**config.mk**
```make
export PLATFORM = sky130hd
export DESIGN_NAME = sctt_div
export DESIGN_NICKNAME = d
export VERILOG_FILES = /design/src/rtl/sctt_pkg.sv /design/src/rtl/sctt_div.sv
export SDC_FILE = /design/constraint.sdc
export NUM_CORES = 2
export LEC_CHECK = 0
export BUFFER_PORTS_ARGS = -buffer_cell sky130_fd_sc_hd__buf_2
export CAP_MARGIN = 15
export CORE_AREA = 4 4 511 387
export DETAILED_ROUTE_END_ITERATION = 8
export DIE_AREA = 0 0 515 391
export GPL_ROUTABILITY_DRIVEN = 0
export PLACE_DENSITY = 0.6
export SLEW_MARGIN = 20
export SYNTH_ARGS = -nofsm -noshare
export SYNTH_HDL_FRONTEND = slang
export SYNTH_SLANG_ARGS = --single-unit
```
**constraint.sdc**
```tcl
create_clock -name clk -period 9.7 [get_ports clk]
set_clock_uncertainty 0.1 [all_clocks]
set_input_delay 0.97 -clock clk [delete_from_list [all_inputs] [get_ports clk]]
set_output_delay 0.97 -clock clk [all_outputs]
set_load 0.01 [all_outputs]
```
**src/rtl/sctt_pkg.sv**
```systemverilog
package sctt_pkg;

    localparam int CODE_W    = 16;
    localparam int VAL_W     = 16;
    localparam int FRAC_W    = 28;
    localparam int MANT_W    = 30;
    localparam int TAB_W     = 29;
    localparam int LOG_IN_W  = 39;
    localparam int LOG_OUT_W = 34;
    localparam int P_W       = 6;
    localparam int Q_W       = 17;
    localparam int NUM_W     = 64;
    localparam int DEN_W     = 48;

    localparam logic [22:0] N_PER_CODE = 23'd6545968;
    localparam logic [36:0] D_BASE     = 37'd120000000000;
    localparam logic [20:0] D_PER_CODE = 21'd1831040;
    localparam logic [27:0] LN2_Q28    = 28'd186065279;
    localparam logic [14:0] T0_CENTI   = 15'd29815;
    localparam logic [DEN_W-1:0] BETA_BASE = 48'd356000 << FRAC_W;
    localparam logic [NUM_W-1:0] KELVIN_NUM = 64'd10614140000 << FRAC_W;
    localparam logic [Q_W-1:0] ZERO_C_CENTI = 17'd27315;
    localparam logic [Q_W-1:0] Q_MAX        = 17'd60082;
    localparam logic [TAB_W-1:0] LOG2_ONE   = 29'd1 << FRAC_W;

    localparam logic [31:0] HUM_MUL = 32'd12500;
    localparam logic [31:0] TMP_MUL = 32'd17572;
    localparam logic [31:0] ROUND16 = 32'd32768;
    localparam logic signed [VAL_W-1:0] HUM_OFF = 16'sd600;
    localparam logic signed [VAL_W-1:0] TMP_OFF = 16'sd4685;
    localparam logic signed [VAL_W-1:0] VAL_MAX = 16'sd32767;

    localparam logic STATUS_OK  = 1'b0;
    localparam logic STATUS_ERR = 1'b1;

    localparam int LOG_STAGES = 6;
    localparam int DIV_BPS    = 2;
    localparam int DIV_STAGES = (Q_W + DIV_BPS - 1) / DIV_BPS;

    localparam int S_FRONT  = 0;
    localparam int S_LOG0   = 1;
    localparam int S_DIFF   = S_LOG0 + LOG_STAGES;
    localparam int S_LNMUL  = S_DIFF + 1;
    localparam int S_LNRND  = S_LNMUL + 1;
    localparam int S_DENMUL = S_LNRND + 1;
    localparam int S_DEN    = S_DENMUL + 1;
    localparam int S_NUM    = S_DEN + 1;
    localparam int S_OVF    = S_NUM + 1;
    localparam int S_DIV0   = S_OVF + 1;
    localparam int S_OUT    = S_DIV0 + DIV_STAGES;
    localparam int N_STAGES = S_OUT + 1;

    typedef enum logic [1:0] {
        FUNC_THERM   = 2'd0,
        FUNC_HUM     = 2'd1,
        FUNC_TEMP    = 2'd2,
        FUNC_UNKNOWN = 2'd3
    } func_t;

    typedef struct packed {
        func_t                    func;
        logic                     read_ok;
        logic                     code_zero;
        logic                     sat;
        logic signed [VAL_W-1:0]  lin;
    } side_t;

    // log2 of a Q30 mantissa in [1,2), Q28 result, by repeated squaring
    function automatic logic [TAB_W-1:0] frac_log2(input logic [MANT_W:0] m_in);
        logic [63:0]      m;
        logic [TAB_W-1:0] r;
        m = 64'(m_in);
        r = '0;
        for (int k = 0; k < FRAC_W; k++)
        begin
            m = (m * m) >> MANT_W;
            r = {r[TAB_W-2:0], 1'b0};
            if (m >= (64'd2 << MANT_W))
            begin
                r[0] = 1'b1;
                m    = m >> 1;
            end
        end
        return r;
    endfunction

endpackage

```
**src/rtl/sctt_div.sv**
```systemverilog
module sctt_div (
    input  logic                                 clk,
    input  logic [sctt_pkg::DIV_STAGES-1:0]      en,
    input  logic [sctt_pkg::NUM_W-1:0]           num,
    input  logic [sctt_pkg::DEN_W-1:0]           den,
    output logic [sctt_pkg::Q_W-1:0]             quot
);

    localparam int NS  = sctt_pkg::DIV_STAGES;
    localparam int BPS = sctt_pkg::DIV_BPS;
    localparam int QW  = sctt_pkg::Q_W;
    localparam int NW  = sctt_pkg::NUM_W;
    localparam int DW  = sctt_pkg::DEN_W;

    logic [NW-1:0] rem_reg [NS];
    logic [DW-1:0] dv_reg  [NS];
    logic [QW-1:0] q_reg   [NS];

    for (genvar j = 0; j < NS; j++)
    begin : g_stage
        localparam int FIRST = j * BPS;
        localparam int NSTEP = (QW - FIRST < BPS) ? (QW - FIRST) : BPS;

        logic [NW-1:0] r_in, r_c;
        logic [DW-1:0] d_in;
        logic [QW-1:0] q_in, q_c;

        if (j == 0)
        begin : g_head
            assign r_in = num;
            assign d_in = den;
            assign q_in = '0;
        end
        else
        begin : g_body
            assign r_in = rem_reg[j-1];
            assign d_in = dv_reg[j-1];
            assign q_in = q_reg[j-1];
        end

        // restoring division, one quotient bit per step
        always_comb
        begin
            logic [NW-1:0] sh;
            r_c = r_in;
            q_c = q_in;
            for (int b = 0; b < NSTEP; b++)
            begin
                sh = NW'(d_in) << (QW - 1 - FIRST - b);
                if (r_c >= sh)
                begin
                    r_c = r_c - sh;
                    q_c = {q_c[QW-2:0], 1'b1};
                end
                else
                begin
                    q_c = {q_c[QW-2:0], 1'b0};
                end
            end
        end

        always_ff @(posedge clk)
        begin
            if (en[j])
            begin
                rem_reg[j] <= r_c;
                dv_reg[j]  <= d_in;
                q_reg[j]   <= q_c;
            end
        end
    end

    assign quot = q_reg[NS-1];

endmodule

```
==> out/qor.txt <==
Setup Fix Bufs, Post-CTS -> 0
DRC Markers -> 0
hpwl dp -> 219 mm
cts hold-fix bufs -> 0
total gr overflow -> 0
Critical Path Source Type -> flip-flop
CTS tree -> yes
share of post-route cells with drive strength above 1 -> 7.36%
via count of the first global-routing pass -> 68300
CP max-delay cell -> ha_1
Critical Path AT -> 9780 ps
Setup crit end -> rem_reg[0][82]
TritonRoute pass-1 iters -> 6
Critical Path Sink Type -> flip-flop
Post-Synthesis Cells -> 9781
post-synthesis register bit count -> 985
status -> finished clean
pre-CTS WS -> 180 ps
Final WS setup -> 317 ps
TritonCTS Sinks -> 985
Synth-to-Final Area Change -> 8.27%
top_reg_cell synth -> edfxtp_1
CTS Buffer Depth -> 3
Die Ht -> 391 um
Hold Crit Depth -> 1
number of cells on the worst reg-to-reg path -> 26
Fillers -> 18300
PostCTS Resize Cnt -> 0
CP Class -> reg -> reg
reg2reg setup slack -> 320 ps
Core Rows -> 140
crit path from -> rem_reg[0][61]
post-synthesis sequential area ratio -> 34.3%
# IOs -> 139
Mapped Nets -> 10700
via count -> 75300
post-route ant nets -> 0
RSZ-0062 raised after global routing -> no
worst skew pair latency -> 780 ps
total wire length -> 270 mm
antenna violations before repair -> 6
Tightest Pin Transition -> 1310 ps
maximum clock frequency -> 107 MHz
Worst Path Required -> 10100 ps
Synth async-reset ratio -> 0%
fin. max-slew vios -> 0
Clk pin slew, worst setup/hold paths -> 60 ps
Post-synth EDFFs -> 985
synthesized cell area -> 86300 um2
Max-Cap Viols -> 0
clock period minus worst slack -> 9380 ps
global-route wire length before repair -> 405 mm
Tcrit/Tclk final -> 96.7%
TritonCTS Buffers -> 107
wire per inst -> 21.7 um
Core ar. -> 193000 um2
r2r startpoint -> rem_reg[0][61]
critical path fanouts, max -> 48
Netlist cell types -> 115
max reg flops -> 512
H-Tree Depth -> 3
input/output buffers -> 138
gr usage total -> 25.6%
RR Endpoint -> rem_reg[0][82]
initial core utilization -> 44.8%
pin count of the biggest net entering global routing -> 78
DIE AREA -> 201000 um2
CTS root buf -> clkbuf_16
Mean Syn Cell Area -> 8.82 um2
Iter 0 DRT Violations -> 9207
setup TNS -> 0 ps
Ys Warns -> 0
Via density -> 6.05
Slew headroom -> 12.1%
final hold vios -> 0
Worst Hold Class -> in -> reg
Largest stage delay, worst path -> 930 ps
Setup Viol. Count Final -> 0
DIE WIDTH -> 515 um
Nets -> 10800
[layout by cell type (no fill, tap or decap), types with 166 or more instances in the layout]
cell type	count
nor2_1	821
nand4_1	202
nor3_1	166
a21oi_1	1123
nand2_1	833
a21o_1	445
xor2_1	259
o21ai_0	655
xnor2_1	496
ha_1	816
edfxtp_1	985
inv_1	667
mux2_2	172
nand3_1	169
[per-layer routing]
| layer | wire [um] | track usage, % | up-vias | share of wire, % |
|---|---|---|---|---|
| li1 | - | - | 36100 | - |
| met1 | 132000 | 40.6 | 35800 | 49 |
| met2 | 98900 | 33.0 | 3233 | 37 |
| met3 | 35400 | 9.68 | 226 | 13 |
| met4 | 3100 | 3.22 | 6 | 1.1 |
| met5 | 162 | 0 | - | 0.060 |
[layout make-up]
class / count / area, um2 / area share, %
multi-input cells: 7775 / 52800 / 56.5
flip-flops and latches: 985 / 29600 / 31.7
well taps: 2556 / 3200 / 3.42
clock buffers: 125 / 2770 / 2.96
inverters: 678 / 2540 / 2.72
repair buffers: 253 / 1740 / 1.86
clock inverters: 73 / 806 / 0.862
diodes: 4 / 10.0 / 0.0107
[logic make-up after synthesis]
family	share of synthesized area (%)
flops	34.3
buf+inv	4.63
compound gates	22.3
fa+ha+maj	12.2
xor+xnor	7.66
mux	3.10
simple gates	15.8
[synthesized netlist by cell type, drive strengths merged (29+ instances only)]
| library cell | count | area (um2) |
|---|---|---|
| and4 | 30 | 263 |
| mux2 | 220 | 2480 |
| or3 | 54 | 338 |
| nor4 | 75 | 527 |
| nand2 | 834 | 3130 |
| ha | 816 | 10200 |
| a21oi | 1127 | 5660 |
| xor2 | 259 | 2270 |
| a211oi | 75 | 578 |
| xnor2 | 496 | 4340 |
| edfxtp | 985 | 29600 |
| nor3 | 172 | 871 |
| a21o | 445 | 3340 |
| o21bai | 135 | 1010 |
| nor2 | 824 | 3100 |
| inv | 678 | 2540 |
| o21a | 104 | 781 |
| a211o | 29 | 254 |
| or2 | 35 | 219 |
| buf | 85 | 479 |
| nor2b | 103 | 644 |
| clkbuf | 258 | 970 |
| nand3 | 170 | 856 |
| a31o | 30 | 263 |
| o31ai | 69 | 551 |
| and2 | 56 | 353 |
| o21ai | 678 | 3400 |
| a31oi | 63 | 400 |
| nand4 | 202 | 1260 |
| a21boi | 33 | 248 |
| and3 | 81 | 507 |
| o211ai | 54 | 410 |
| nand2b | 120 | 751 |
[through the flow]
stage / std cells / cell area [um2] / util, % / hold WS, ps
after floorplan: 9781 / 86300 / - / 300
after global placement: 12200 / 89800 / 46.6 / 301
after detailed placement: 12200 / 89800 / 46.6 / 305
after CTS: 12400 / 93400 / 48.4 / 224
after global routing: 12400 / 93400 / 48.4 / 231
final: 12400 / 93400 / 48.5 / 285
[worst min path at each step]
stage	start	endpoint	slack [ps]
5_1_grt	den[16]	dv_reg[0][16]	230
2_1_floorplan	q_reg[0][85]	q_reg[0][104]	300
3_5_place_dp	q_reg[0][125]	q_reg[0][143]	300
6_report	den[7]	dv_reg[0][7]	280
4_1_cts	den[16]	dv_reg[0][16]	220
3_3_place_gp	q_reg[0][108]	q_reg[0][127]	300
[worst max-delay path: cells and delay by family, from the launching register on]
family | cells | cell delay (ps)
simple gates | 11 | 3440
mux | 2 | 660
flops | 1 | 410
buf+inv | 5 | 1280
compound gates | 6 | 1850
fa+ha+maj | 2 | 1260
Power is left out: the tool's default activity adds up to more than one toggle a clock period on the data nets, which glitch-free logic cannot reach.
